===== src/rtl/msadpcm_pkg.sv =====
`default_nettype none
// -----------------------------------------------------------------------------
// msadpcm_pkg
// Shared types, register codes and constants of the MS ADPCM block decoder.
// -----------------------------------------------------------------------------
package msadpcm_pkg;

   localparam int MAX_CHANNELS_DEF = 2;
   localparam int NUM_PREDICTORS   = 7;

   localparam int CSR_INDEX_W = 3;
   localparam int CSR_DATA_W  = 64;

   // register indexes of the configuration port
   localparam logic [CSR_INDEX_W-1:0] REG_NUM_CHANNELS      = 3'd0;
   localparam logic [CSR_INDEX_W-1:0] REG_SAMPLES_PER_BLOCK = 3'd1;
   localparam logic [CSR_INDEX_W-1:0] REG_GAIN_PERCENT      = 3'd2;
   localparam logic [CSR_INDEX_W-1:0] REG_COEFF_PAIRS_0_1   = 3'd3;
   localparam logic [CSR_INDEX_W-1:0] REG_COEFF_PAIRS_2_3   = 3'd4;
   localparam logic [CSR_INDEX_W-1:0] REG_COEFF_PAIRS_4_5   = 3'd5;
   localparam logic [CSR_INDEX_W-1:0] REG_COEFF_PAIR_6      = 3'd6;

   // ceil(2^30 / 100): exact floor division by 100 for magnitudes below 2^23
   localparam logic [23:0] RECIP_100 = 24'd10737419;

   typedef struct packed {
      logic [1:0]        num_channels;
      logic [12:0]       samples_per_block;
      logic [6:0]        gain_percent;
      logic [3:0][63:0]  coeff_pairs;
   } cfg_type;

   typedef enum logic [2:0] {
      ST_IDLE,
      ST_CLASS,
      ST_MUL,
      ST_SUM,
      ST_UPD,
      ST_GAIN,
      ST_RECIP,
      ST_OUT
   } state_type;

   typedef struct packed {
      logic load;
      logic hdr_write;
      logic mul_en;
      logic sum_en;
      logic upd_en;
      logic gain_en;
      logic recip_en;
      logic out_load;
      logic next_nib;
   } cmd_type;

   typedef struct packed {
      logic is_header;
      logic hdr_emit;
      logic blocked;
      logic more;
      logic out_free;
   } status_type;

   // step adaptation factor, scaled by 256
   function automatic logic [9:0] adapt_factor(input logic [3:0] nib);
      logic [9:0] f;
      begin
         case (nib)
            4'd4, 4'd12: f = 10'd307;
            4'd5, 4'd11: f = 10'd409;
            4'd6, 4'd10: f = 10'd512;
            4'd7, 4'd9:  f = 10'd614;
            4'd8:        f = 10'd768;
            default:     f = 10'd230;
         endcase
         return f;
      end
   endfunction

endpackage
`default_nettype wire


===== src/rtl/msadpcm_ifs.sv =====
`default_nettype none
// -----------------------------------------------------------------------------
// msadpcm_ifs
// Valid/ready channels of the decoder: data bytes in, samples out, register writes.
// -----------------------------------------------------------------------------
interface msadpcm_req_if;
   logic       valid;
   logic       ready;
   logic [7:0] data_byte;
   logic       block_start;

   modport source (output valid, data_byte, block_start, input ready);
   modport sink   (input valid, data_byte, block_start, output ready);
endinterface

interface msadpcm_rsp_if;
   logic               valid;
   logic               ready;
   logic signed [15:0] sample;
   logic               channel;
   logic               last_of_item;

   modport source (output valid, sample, channel, last_of_item, input ready);
   modport sink   (input valid, sample, channel, last_of_item, output ready);
endinterface

interface msadpcm_csr_if;
   logic                                valid;
   logic                                ready;
   logic [msadpcm_pkg::CSR_INDEX_W-1:0] index;
   logic [msadpcm_pkg::CSR_DATA_W-1:0]  data;

   modport source (output valid, index, data, input ready);
   modport sink   (input valid, index, data, output ready);
endinterface
`default_nettype wire


===== src/rtl/msadpcm_csr.sv =====
`default_nettype none
// -----------------------------------------------------------------------------
// msadpcm_csr
// Configuration registers: channel count, block length, gain, predictor coefficients.
// -----------------------------------------------------------------------------
module msadpcm_csr (
   input  wire logic                                clock,
   input  wire logic                                reset,
   input  wire logic                                csr_valid,
   output logic                                     csr_ready,
   input  wire logic [msadpcm_pkg::CSR_INDEX_W-1:0] csr_index,
   input  wire logic [msadpcm_pkg::CSR_DATA_W-1:0]  csr_data,
   output msadpcm_pkg::cfg_type                     cfg
);

   msadpcm_pkg::cfg_type cfg_ff;

   assign csr_ready = !reset;
   assign cfg       = cfg_ff;

   always_ff @(posedge clock) begin
      if (reset) begin
         cfg_ff.num_channels      <= 2'd1;
         cfg_ff.samples_per_block <= 13'd2036;
         cfg_ff.gain_percent      <= 7'd100;
         cfg_ff.coeff_pairs       <= '0;
      end else if (csr_valid) begin
         unique case (csr_index)
            msadpcm_pkg::REG_NUM_CHANNELS:
               cfg_ff.num_channels <= csr_data[1:0];
            msadpcm_pkg::REG_SAMPLES_PER_BLOCK:
               cfg_ff.samples_per_block <= csr_data[12:0];
            msadpcm_pkg::REG_GAIN_PERCENT:
               cfg_ff.gain_percent <= csr_data[6:0];
            msadpcm_pkg::REG_COEFF_PAIRS_0_1:
               cfg_ff.coeff_pairs[0] <= csr_data;
            msadpcm_pkg::REG_COEFF_PAIRS_2_3:
               cfg_ff.coeff_pairs[1] <= csr_data;
            msadpcm_pkg::REG_COEFF_PAIRS_4_5:
               cfg_ff.coeff_pairs[2] <= csr_data;
            msadpcm_pkg::REG_COEFF_PAIR_6:
               cfg_ff.coeff_pairs[3] <= {32'd0, csr_data[31:0]};
            default: begin
               // unused index: drop the write
            end
         endcase
      end
   end

endmodule
`default_nettype wire


===== src/rtl/msadpcm_ctrl.sv =====
`default_nettype none
// -----------------------------------------------------------------------------
// msadpcm_ctrl
// Sequencer: steps each byte through header write or nibble decode and output.
// -----------------------------------------------------------------------------
module msadpcm_ctrl (
   input  wire logic                    clock,
   input  wire logic                    reset,
   input  wire logic                    req_valid,
   output logic                         req_ready,
   input  wire msadpcm_pkg::status_type status,
   output msadpcm_pkg::cmd_type         cmd
);

   msadpcm_pkg::state_type state_ff, state_in;

   always_ff @(posedge clock) begin
      if (reset) begin
         state_ff <= msadpcm_pkg::ST_IDLE;
      end else begin
         state_ff <= state_in;
      end
   end

   // next state
   always_comb begin
      state_in = state_ff;
      unique case (state_ff)
         msadpcm_pkg::ST_IDLE: begin
            if (req_valid) state_in = msadpcm_pkg::ST_CLASS;
         end
         msadpcm_pkg::ST_CLASS: begin
            if (status.is_header) begin
               state_in = status.hdr_emit ? msadpcm_pkg::ST_GAIN : msadpcm_pkg::ST_IDLE;
            end else begin
               state_in = status.blocked ? msadpcm_pkg::ST_IDLE : msadpcm_pkg::ST_MUL;
            end
         end
         msadpcm_pkg::ST_MUL:   state_in = msadpcm_pkg::ST_SUM;
         msadpcm_pkg::ST_SUM:   state_in = msadpcm_pkg::ST_UPD;
         msadpcm_pkg::ST_UPD:   state_in = msadpcm_pkg::ST_GAIN;
         msadpcm_pkg::ST_GAIN:  state_in = msadpcm_pkg::ST_RECIP;
         msadpcm_pkg::ST_RECIP: state_in = msadpcm_pkg::ST_OUT;
         msadpcm_pkg::ST_OUT: begin
            if (status.out_free) begin
               state_in = status.more ? msadpcm_pkg::ST_MUL : msadpcm_pkg::ST_IDLE;
            end
         end
         default: state_in = msadpcm_pkg::ST_IDLE;
      endcase
   end

   // outputs
   always_comb begin
      cmd       = '0;
      req_ready = 1'b0;
      unique case (state_ff)
         msadpcm_pkg::ST_IDLE: begin
            req_ready = !reset;
            cmd.load  = req_valid && !reset;
         end
         msadpcm_pkg::ST_CLASS: cmd.hdr_write = status.is_header;
         msadpcm_pkg::ST_MUL:   cmd.mul_en    = 1'b1;
         msadpcm_pkg::ST_SUM:   cmd.sum_en    = 1'b1;
         msadpcm_pkg::ST_UPD:   cmd.upd_en    = 1'b1;
         msadpcm_pkg::ST_GAIN:  cmd.gain_en   = 1'b1;
         msadpcm_pkg::ST_RECIP: cmd.recip_en  = 1'b1;
         msadpcm_pkg::ST_OUT: begin
            cmd.out_load = status.out_free;
            cmd.next_nib = status.out_free && status.more;
         end
         default: begin
            cmd = '0;
         end
      endcase
   end

endmodule
`default_nettype wire


===== src/rtl/msadpcm_dp.sv =====
`default_nettype none
// -----------------------------------------------------------------------------
// msadpcm_dp
// Datapath: channel state, header parsing, predictor, step update, gain, output.
// -----------------------------------------------------------------------------
module msadpcm_dp #(
   parameter int MAX_CHANNELS = msadpcm_pkg::MAX_CHANNELS_DEF
) (
   input  wire logic                 clock,
   input  wire logic                 reset,
   input  wire msadpcm_pkg::cfg_type cfg,
   input  wire msadpcm_pkg::cmd_type cmd,
   output msadpcm_pkg::status_type   status,
   input  wire logic [7:0]           req_data_byte,
   input  wire logic                 req_block_start,
   input  wire logic                 rsp_ready,
   output logic                      rsp_valid,
   output logic signed [15:0]        rsp_sample,
   output logic                      rsp_channel,
   output logic                      rsp_last_of_item
);

   localparam int ChW = (MAX_CHANNELS > 1) ? $clog2(MAX_CHANNELS) : 1;

   // per-channel decoder state
   logic [7:0]         pidx_ff  [MAX_CHANNELS];
   logic signed [31:0] step_ff  [MAX_CHANNELS];
   logic signed [15:0] prev_ff  [MAX_CHANNELS];
   logic signed [15:0] prev2_ff [MAX_CHANNELS];

   logic [3:0]  hdr_cnt_ff;
   logic [13:0] emitted_ff;
   logic [7:0]  byte_ff;
   logic        k_ff;
   logic        item_data_ff;

   // arithmetic pipeline registers
   logic signed [31:0] prod1_ff, prod2_ff;
   logic signed [35:0] pstep_ff;
   logic signed [42:0] pns_ff;
   logic signed [24:0] pred_ff;
   logic signed [31:0] ns_ff;
   logic signed [15:0] src_ff;
   logic [ChW-1:0]     chan_ff;
   logic signed [23:0] gp_ff;
   logic [46:0]        rq_ff;
   logic               neg_ff;

   logic               rsp_valid_ff;
   logic signed [15:0] rsp_sample_ff;
   logic               rsp_channel_ff;
   logic               rsp_last_ff;

   // block geometry
   logic        stereo;
   logic [3:0]  hlen;
   logic [13:0] limit;
   logic        is_header, blocked, more, out_free;

   assign stereo    = (MAX_CHANNELS >= 2) && cfg.num_channels[1];
   assign hlen      = stereo ? 4'd14 : 4'd7;
   assign limit     = stereo ? {cfg.samples_per_block, 1'b0} : {1'b0, cfg.samples_per_block};
   assign is_header = hdr_cnt_ff < hlen;
   assign blocked   = emitted_ff >= limit;
   assign more      = item_data_ff && !k_ff && !blocked;
   assign out_free  = !rsp_valid_ff || rsp_ready;

   // header position decode
   logic [3:0]     hoff;
   logic           is_pidx;
   logic [1:0]     region;
   logic           hi;
   logic [ChW-1:0] hch, pch;
   logic [7:0]     lo_sel;
   logic           hdr_emit;

   assign hoff    = stereo ? (hdr_cnt_ff - 4'd2) : (hdr_cnt_ff - 4'd1);
   assign is_pidx = stereo ? (hdr_cnt_ff < 4'd2) : (hdr_cnt_ff == 4'd0);
   assign region  = stereo ? hoff[3:2] : hoff[2:1];
   assign hi      = hoff[0];
   assign hch     = ChW'(stereo ? hoff[1] : 1'b0);
   assign pch     = ChW'(stereo ? hdr_cnt_ff[0] : 1'b0);

   always_comb begin
      case (region)
         2'd0:    lo_sel = step_ff[hch][7:0];
         2'd1:    lo_sel = prev_ff[hch][7:0];
         default: lo_sel = prev2_ff[hch][7:0];
      endcase
   end

   assign hdr_emit = !is_pidx && hi && (region != 2'd0);

   // nibble operands
   logic [ChW-1:0]     dch;
   logic [3:0]         nib;
   logic [7:0]         pk;
   logic               coeff_ok;
   logic [31:0]        cword;
   logic signed [15:0] c1, c2;
   logic signed [3:0]  snib;
   logic signed [10:0] adapt;

   assign dch      = ChW'(stereo ? k_ff : 1'b0);
   assign nib      = k_ff ? byte_ff[3:0] : byte_ff[7:4];
   assign pk       = pidx_ff[dch];
   assign coeff_ok = pk < 8'(msadpcm_pkg::NUM_PREDICTORS);
   assign cword    = !coeff_ok ? 32'd0
                   : (pk[0] ? cfg.coeff_pairs[pk[2:1]][63:32]
                            : cfg.coeff_pairs[pk[2:1]][31:0]);
   assign c1       = cword[15:0];
   assign c2       = cword[31:16];
   assign snib     = nib;
   assign adapt    = {1'b0, msadpcm_pkg::adapt_factor(nib)};

   // prediction and step, truncated toward zero
   logic signed [32:0] sum_w, sum_b;
   logic signed [42:0] ns_b;
   logic signed [34:0] ns_q;
   logic signed [31:0] ns_w;

   assign sum_w = {prod1_ff[31], prod1_ff} + {prod2_ff[31], prod2_ff};
   assign sum_b = sum_w + (sum_w[32] ? 33'sd255 : 33'sd0);
   assign ns_b  = pns_ff + (pns_ff[42] ? 43'sd255 : 43'sd0);
   assign ns_q  = ns_b[42:8];

   always_comb begin
      if (ns_q < 35'sd16) begin
         ns_w = 32'sd16;
      end else if (ns_q > 35'sd2147483647) begin
         ns_w = 32'sh7FFFFFFF;
      end else begin
         ns_w = ns_q[31:0];
      end
   end

   // new sample
   logic signed [36:0] nv_w;
   logic signed [15:0] nv_clamp;

   assign nv_w = {{12{pred_ff[24]}}, pred_ff} + {pstep_ff[35], pstep_ff};

   always_comb begin
      if (nv_w > 37'sd32767) begin
         nv_clamp = 16'sh7FFF;
      end else if (nv_w < -37'sd32768) begin
         nv_clamp = 16'sh8000;
      end else begin
         nv_clamp = nv_w[15:0];
      end
   end

   // gain: magnitude times reciprocal of 100, then sign and clamp
   logic [22:0]        mag_w;
   logic [16:0]        q_w;
   logic signed [15:0] scaled;

   assign mag_w = gp_ff[23] ? 23'(-gp_ff) : gp_ff[22:0];
   assign q_w   = rq_ff[46:30];

   always_comb begin
      if (!neg_ff) begin
         scaled = (q_w > 17'd32767) ? 16'sh7FFF : q_w[15:0];
      end else begin
         scaled = (q_w > 17'd32768) ? 16'sh8000 : 16'(-q_w);
      end
   end

   // control-side registers and channel state
   always_ff @(posedge clock) begin
      if (reset) begin
         hdr_cnt_ff   <= '0;
         emitted_ff   <= '0;
         k_ff         <= 1'b0;
         item_data_ff <= 1'b0;
         for (int i = 0; i < MAX_CHANNELS; i++) begin
            pidx_ff[i]  <= '0;
            step_ff[i]  <= '0;
            prev_ff[i]  <= '0;
            prev2_ff[i] <= '0;
         end
      end else begin
         if (cmd.load) begin
            k_ff         <= 1'b0;
            item_data_ff <= 1'b1;
            if (req_block_start) begin
               hdr_cnt_ff <= '0;
               emitted_ff <= '0;
            end
         end
         if (cmd.hdr_write) begin
            item_data_ff <= 1'b0;
            hdr_cnt_ff   <= hdr_cnt_ff + 4'd1;
            if (is_pidx) begin
               pidx_ff[pch] <= byte_ff;
            end else begin
               case (region)
                  2'd0: step_ff[hch] <= hi ? 32'($signed({byte_ff, lo_sel}))
                                           : {24'd0, byte_ff};
                  2'd1: prev_ff[hch] <= hi ? {byte_ff, lo_sel} : {8'd0, byte_ff};
                  default: prev2_ff[hch] <= hi ? {byte_ff, lo_sel} : {8'd0, byte_ff};
               endcase
               if (hdr_emit && (emitted_ff != 14'h3FFF)) begin
                  emitted_ff <= emitted_ff + 14'd1;
               end
            end
         end
         if (cmd.upd_en) begin
            prev2_ff[dch] <= prev_ff[dch];
            prev_ff[dch]  <= nv_clamp;
            step_ff[dch]  <= ns_ff;
            emitted_ff    <= emitted_ff + 14'd1;
         end
         if (cmd.next_nib) begin
            k_ff <= 1'b1;
         end
      end
   end

   // payload registers
   always_ff @(posedge clock) begin
      if (cmd.load) begin
         byte_ff <= req_data_byte;
      end
      if (cmd.hdr_write) begin
         src_ff  <= {byte_ff, lo_sel};
         chan_ff <= hch;
      end
      if (cmd.mul_en) begin
         prod1_ff <= prev_ff[dch] * c1;
         prod2_ff <= prev2_ff[dch] * c2;
         pstep_ff <= step_ff[dch] * snib;
         pns_ff   <= step_ff[dch] * adapt;
      end
      if (cmd.sum_en) begin
         pred_ff <= sum_b[32:8];
         ns_ff   <= ns_w;
      end
      if (cmd.upd_en) begin
         src_ff  <= nv_clamp;
         chan_ff <= dch;
      end
      if (cmd.gain_en) begin
         gp_ff <= src_ff * $signed({1'b0, cfg.gain_percent});
      end
      if (cmd.recip_en) begin
         rq_ff  <= mag_w * msadpcm_pkg::RECIP_100;
         neg_ff <= gp_ff[23];
      end
      if (cmd.out_load) begin
         rsp_sample_ff  <= scaled;
         rsp_channel_ff <= chan_ff[0];
         rsp_last_ff    <= !more;
      end
   end

   // output register
   always_ff @(posedge clock) begin
      if (reset) begin
         rsp_valid_ff <= 1'b0;
      end else if (cmd.out_load) begin
         rsp_valid_ff <= 1'b1;
      end else if (rsp_ready) begin
         rsp_valid_ff <= 1'b0;
      end
   end

   assign rsp_valid        = rsp_valid_ff;
   assign rsp_sample       = rsp_sample_ff;
   assign rsp_channel      = rsp_channel_ff;
   assign rsp_last_of_item = rsp_last_ff;

   assign status.is_header = is_header;
   assign status.hdr_emit  = hdr_emit;
   assign status.blocked   = blocked;
   assign status.more      = more;
   assign status.out_free  = out_free;

endmodule
`default_nettype wire


===== src/rtl/ms_adpcm_block_decoder_top.sv =====
`default_nettype none
// -----------------------------------------------------------------------------
// ms_adpcm_block_decoder_top
// Microsoft ADPCM block decoder, one data byte in, up to two samples out.
// -----------------------------------------------------------------------------
// Feed the ADPCM data chunk one byte per req beat and raise block_start on the
// first header byte of each block. Header bytes (predictor index, step, sample 1,
// sample 2 per channel, little endian) load the channel state; each completed
// header sample comes out as its own rsp beat. Every data byte after the header
// gives one sample per nibble, high nibble first: both for channel 0 in mono,
// channel 0 then 1 in stereo, with last_of_item on the final beat of the byte.
// Once samples_per_block * channels samples have come out, further bytes give
// no beat. All samples are scaled by gain_percent / 100. The block takes one
// byte at a time: each byte is loaded and classified; a header byte that
// completes a sample then passes the gain, reciprocal and output steps, and a
// data byte passes the multiply, sum, update, gain, reciprocal and output steps
// once per decoded nibble; rsp back-pressure holds the output step. Write the
// csr registers only while the block is idle.
// -----------------------------------------------------------------------------
module ms_adpcm_block_decoder_top #(
   parameter int MAX_CHANNELS = msadpcm_pkg::MAX_CHANNELS_DEF
) (
   input  wire logic      clock,
   input  wire logic      reset,
   msadpcm_req_if.sink    req_bus,
   msadpcm_rsp_if.source  rsp_bus,
   msadpcm_csr_if.sink    csr_bus
);

   msadpcm_pkg::cfg_type    cfg;
   msadpcm_pkg::cmd_type    cmd;
   msadpcm_pkg::status_type status;

   // configuration registers
   msadpcm_csr u_csr (
      .clock     (clock),
      .reset     (reset),
      .csr_valid (csr_bus.valid),
      .csr_ready (csr_bus.ready),
      .csr_index (csr_bus.index),
      .csr_data  (csr_bus.data),
      .cfg       (cfg)
   );

   // sequencer: owns the req handshake, advances one step per cycle unless idle or held by rsp back-pressure
   msadpcm_ctrl u_ctrl (
      .clock     (clock),
      .reset     (reset),
      .req_valid (req_bus.valid),
      .req_ready (req_bus.ready),
      .status    (status),
      .cmd       (cmd)
   );

   // datapath: holds channel state and drives the rsp output register
   msadpcm_dp #(
      .MAX_CHANNELS (MAX_CHANNELS)
   ) u_dp (
      .clock            (clock),
      .reset            (reset),
      .cfg              (cfg),
      .cmd              (cmd),
      .status           (status),
      .req_data_byte    (req_bus.data_byte),
      .req_block_start  (req_bus.block_start),
      .rsp_ready        (rsp_bus.ready),
      .rsp_valid        (rsp_bus.valid),
      .rsp_sample       (rsp_bus.sample),
      .rsp_channel      (rsp_bus.channel),
      .rsp_last_of_item (rsp_bus.last_of_item)
   );

endmodule
`default_nettype wire


===== src/flat_wrapper.sv =====
// flat-port wrapper written by rule: the top's interface ports become plain ports
module ms_adpcm_block_decoder_top_flat 
#(
   parameter int MAX_CHANNELS = msadpcm_pkg::MAX_CHANNELS_DEF
)
  (clock, reset, req_bus_valid, req_bus_data_byte, req_bus_block_start, req_bus_ready, rsp_bus_valid, rsp_bus_sample, rsp_bus_channel, rsp_bus_last_of_item, rsp_bus_ready, csr_bus_valid, csr_bus_index, csr_bus_data, csr_bus_ready);
  msadpcm_req_if req_bus_i ();
  msadpcm_rsp_if rsp_bus_i ();
  msadpcm_csr_if csr_bus_i ();
  input  wire logic clock;
  input  wire logic reset;
  input wire logic [$bits(req_bus_i.valid)-1:0] req_bus_valid;
  input wire logic [$bits(req_bus_i.data_byte)-1:0] req_bus_data_byte;
  input wire logic [$bits(req_bus_i.block_start)-1:0] req_bus_block_start;
  output wire logic [$bits(req_bus_i.ready)-1:0] req_bus_ready;
  output wire logic [$bits(rsp_bus_i.valid)-1:0] rsp_bus_valid;
  output wire logic [$bits(rsp_bus_i.sample)-1:0] rsp_bus_sample;
  output wire logic [$bits(rsp_bus_i.channel)-1:0] rsp_bus_channel;
  output wire logic [$bits(rsp_bus_i.last_of_item)-1:0] rsp_bus_last_of_item;
  input wire logic [$bits(rsp_bus_i.ready)-1:0] rsp_bus_ready;
  input wire logic [$bits(csr_bus_i.valid)-1:0] csr_bus_valid;
  input wire logic [$bits(csr_bus_i.index)-1:0] csr_bus_index;
  input wire logic [$bits(csr_bus_i.data)-1:0] csr_bus_data;
  output wire logic [$bits(csr_bus_i.ready)-1:0] csr_bus_ready;
  assign req_bus_i.valid = req_bus_valid;
  assign req_bus_i.data_byte = req_bus_data_byte;
  assign req_bus_i.block_start = req_bus_block_start;
  assign req_bus_ready = req_bus_i.ready;
  assign rsp_bus_valid = rsp_bus_i.valid;
  assign rsp_bus_sample = rsp_bus_i.sample;
  assign rsp_bus_channel = rsp_bus_i.channel;
  assign rsp_bus_last_of_item = rsp_bus_i.last_of_item;
  assign rsp_bus_i.ready = rsp_bus_ready;
  assign csr_bus_i.valid = csr_bus_valid;
  assign csr_bus_i.index = csr_bus_index;
  assign csr_bus_i.data = csr_bus_data;
  assign csr_bus_ready = csr_bus_i.ready;
  ms_adpcm_block_decoder_top #(.MAX_CHANNELS(MAX_CHANNELS)) u_core (.clock(clock), .reset(reset), .req_bus(req_bus_i), .rsp_bus(rsp_bus_i), .csr_bus(csr_bus_i));
endmodule

===== config.mk =====
export PLATFORM = sky130hd
export DESIGN_NAME = ms_adpcm_block_decoder_top_flat
export DESIGN_NICKNAME = d
export VERILOG_FILES = /design/src/rtl/msadpcm_pkg.sv /design/src/rtl/msadpcm_ifs.sv /design/src/rtl/msadpcm_csr.sv /design/src/rtl/msadpcm_ctrl.sv /design/src/rtl/msadpcm_dp.sv /design/src/rtl/ms_adpcm_block_decoder_top.sv /design/src/flat_wrapper.sv
export SDC_FILE = /design/constraint.sdc
export NUM_CORES = 2
export LEC_CHECK = 0
export ABC_AREA = 1
export ABC_CLOCK_PERIOD_IN_PS = 17240
export BUFFER_PORTS_ARGS = -buffer_cell sky130_fd_sc_hd__buf_2
export CORE_ASPECT_RATIO = 0.8
export CORE_MARGIN = 10
export CORE_UTILIZATION = 49
export CTS_BUF_LIST = sky130_fd_sc_hd__clkbuf_8
export CTS_CLUSTER_SIZE = 8
export DETAILED_ROUTE_END_ITERATION = 16
export GPL_TIMING_DRIVEN = 0
export MAX_ROUTING_LAYER = met4
export PLACE_DENSITY = 0.61
export SYNTH_ARGS = -nofsm -noshare
export SYNTH_HDL_FRONTEND = slang
export SYNTH_SLANG_ARGS = --single-unit

===== constraint.sdc =====
create_clock -name clock -period 17.24 [get_ports clock]
set_clock_uncertainty 0.15 [all_clocks]
set_input_delay 3.448 -clock clock [delete_from_list [all_inputs] [get_ports clock]]
set_output_delay 3.448 -clock clock [all_outputs]
set_load 0.02 [all_outputs]

==> flow_summary.json <==
{
  "outcome": "finished, violations left",
  "violations": "max-capacitance violations, max-slew violations",
  "synth.most_common_cell": "inv_1",
  "cts-root-buf": "clkbuf_8",
  "cts_setup_buffers": 0,
  "critPathMaxStageDelay_ps": 840,
  "worstSkewPairLatency_ps": 920,
  "drtIter0Drc": 6889,
  "cp_data_required_time_ps": 17710,
  "async_reset_ff_share_pct": 0,
  "layout-drive-gt1-share_pct": 5.06,
  "netlist_instances": 10300,
  "r2r_slack_ps": 7180,
  "drt-vias-per-instance": 5.44,
  "grt_pass1_vias": 70000,
  "hold_violations": 0,
  "syn_nets": 12300,
  "antenna_found_initial": 19,
  "synth_edf_count": 429,
  "timing_max_transition_violations_final": 1,
  "numPortBuffers": 100,
  "critPathKind": "flop to flop",
  "crit_arrival_ps": 10530,
  "detailed_place_hpwl_mm": 245,
  "finalCritPeriodShare_pct": 58.3,
  "grt_pass1_wl_mm": 440,
  "cts_sinks": 698,
  "vias": 70600,
  "wl_mm": 291,
  "p_leak_nw": 44.8,
  "ys_warn_count": 0,
  "gp_congestion": 1.01,
  "row_count": 136,
  "power_density_mw_per_mm2": 163,
  "grt_start_max_net_pins": 36,
  "tns_ps": 0,
  "grt.overflow.total": 0,
  "nFillCells": 16700,
  "dieWidth_um": 485,
  "critPathSlowestCell": "o21ai_0",
  "peakVddDrop_mv": 0.559,
  "ios": 102,
  "fp.dieH_um": 392,
  "cap_violations": 1,
  "yosysSeqAreaShare_pct": 21.5,
  "synth_seq_cells": 698,
  "yosysUniqueCellTypes": 75,
  "core_area_mm2": 0.172,
  "fin_crit_ps": 10060,
  "syn-cell-area_mm2": 0.0849,
  "wl_per_cell_um": 22.4,
  "drc_errors": 0,
  "hold_buffers": 0,
  "areaGrowthSynthToFinish_pct": 7.20,
  "cts_buffers": 120,
  "avgSynthCellArea_um2": 8.20,
  "worst_pin_slew_ps": 1490,
  "ant_nets": 0,
  "setup_viol": 0,
  "synth.largest_area_cell": "fa_1",
  "dieArea_mm2": 0.190,
  "track_usage_pct": 31.3,
  "yosysTopAreaCellShare_pct": 27.0,
  "hp-class": "flop to flop",
  "dr.pass1.iters": 7,
  "clkSlewWorstSetupHoldPaths_ps": 60,
  "ctsHtreeMaxLevel": 3,
  "start_util_pct": 49.3,
  "cts_tree": "built",
  "synth.area.top_cells": "fa_1 27%, edfxtp_1 15%, ha_1 11%",
  "synth_commonest_cells": "2,213 x inv_1, 1,538 x nand2_1, 1,481 x nor2_1",
  "slew-limit-headroom_pct": -0.233,
  "crit_path_end_kind": "flop",
  "fmax_mhz": 99.4,
  "rsz0062_at_grt": "false",
  "critPathLaunchType": "flop",
  "post_cts_resized": 0,
  "final_nets": 12500,
  "fin_util_pct": 52.9,
  "synth_flop_cell": "edfxtp_1",
  "cp_max_fo": 10,
  "clock_path_buffers": 3
}
-- cell families after synthesis --
| family | after synthesis | synth area share (%) |
|---|---|---|
| AND/OR/NAND/NOR | 3551 | 17.1 |
| adder cells (fa/ha/maj) | 1870 | 37.7 |
| buffers and inverters | 2547 | 11.4 |
| other | 1 | 0.00442 |
| multiplexers | 5 | 0.0590 |
| flip-flops | 698 | 21.5 |
| XOR/XNOR | 295 | 3.08 |
| AO/OA/AOI/OAI | 1377 | 9.14 |
-- metal layers --
layer  routed length, um  global-route usage, %
met2              119000                   43.4
met4                7170                   7.00
met3               29800                   7.54
met5                   0                      -
met1              135000                   46.1
-- per-stage QoR --
| step | worst slack [ps] | cell area, um2 | total power, mW | hold WS, ps | std cells |
|---|---|---|---|---|---|
| 2_1_floorplan | 9280 | 84900 | 10.1 | 250 | 10300 |
| 3_3_place_gp | 6360 | 88200 | 13.3 | 281 | 12700 |
| 3_5_place_dp | 7480 | 88700 | 13.3 | 288 | 12700 |
| 4_1_cts | 7440 | 90900 | 14.9 | 297 | 13000 |
| 5_1_grt | 6880 | 91000 | 16.4 | 313 | 13000 |
| 6_report | 7180 | 91000 | 14.8 | 297 | 13000 |
-- state kept, by name, summed over array words and instances, names as in the netlist, 3 cells and up --
register and count:
u_core.u_dp.emitted_ff 14, u_core.u_dp.prod1_ff 32, u_core.u_dp.prev2_ff 32, u_core.u_dp.byte_ff 8, u_core.u_csr.cfg 245, u_core.u_dp.ns_ff 32
u_core.u_dp.prod2_ff 32, u_core.u_dp.src_ff 16, u_core.u_dp.rq_ff 17, u_core.u_dp.prev_ff 32, u_core.u_dp.rsp_sample 16, u_core.u_dp.hdr_cnt_ff 4
u_core.u_dp.pidx_ff 16, u_core.u_dp.pns_ff 43, u_core.u_ctrl.state_ff 3, u_core.u_dp.pred_ff 25, u_core.u_dp.pstep_ff 36, u_core.u_dp.gp_ff 24
u_core.u_dp.step_ff 64
-- area by class of cell --
type	count	area (um2)	share of cell area (%)
Antenna cell	19	47.5	0.0523
Clock inverter	81	500	0.550
Clock buffer	128	1760	1.94
Buffer	268	1160	1.27
Multi-Input combinational cell	7099	57000	62.6
Tap cell	2277	2850	3.13
Timing Repair Buffer	123	871	0.957
Inverter	2279	8560	9.40
Sequential cell	698	18300	20.1
-- cells in the final DEF, fill, tap and decap left out, types with 119 or more instances in the layout --
cell type,Yosys,routed
clkbuf_1,185,185
xor2_1,192,192
nand2_1,1538,1536
fa_1,1143,1143
buf_2,67,167
ha_1,727,727
nor2_1,1481,1477
a21oi_1,445,445
dfxtp_1,269,269
clkbuf_8,0,128
o211ai_1,119,119
nand3_1,230,230
inv_1,2213,2248
edfxtp_1,429,429
o21ai_0,549,546
-- final timing paths --
path                                                            to                          startpoint  depth (start not counted)
worst max register to register  u_core.u_dp.prod1_ff[29]$_DFFE_PP_  u_core.u_csr.cfg[277]$_SDFFE_PP0P_                         31
worst min register to register    u_core.u_csr.cfg[5]$_SDFFE_PP0P_    u_core.u_csr.cfg[5]$_SDFFE_PP0P_                          2
worst min-delay path              u_core.u_csr.cfg[5]$_SDFFE_PP0P_    u_core.u_csr.cfg[5]$_SDFFE_PP0P_                          2
worst max-delay path            u_core.u_dp.prod1_ff[29]$_DFFE_PP_  u_core.u_csr.cfg[277]$_SDFFE_PP0P_                         31
-- power breakdown --
group          leakage, nW  switching (mW)  internal (mW)
logic                 37.3            7.04           4.04
clock network         1.29           0.762          0.746
registers             6.28          0.0527           2.17
-- worst max-delay path, delay by kind of cell (launching register included) --
family,cells,cell delay (ps)
buffers and inverters,9,2030
adders and majority gates,7,3480
and+or+nand+nor,5,1010
AOI/OAI and AO/OA,9,2490
DFF,1,430
xor gates and xnor gates,1,170
(Power assumes the default switching activity.)
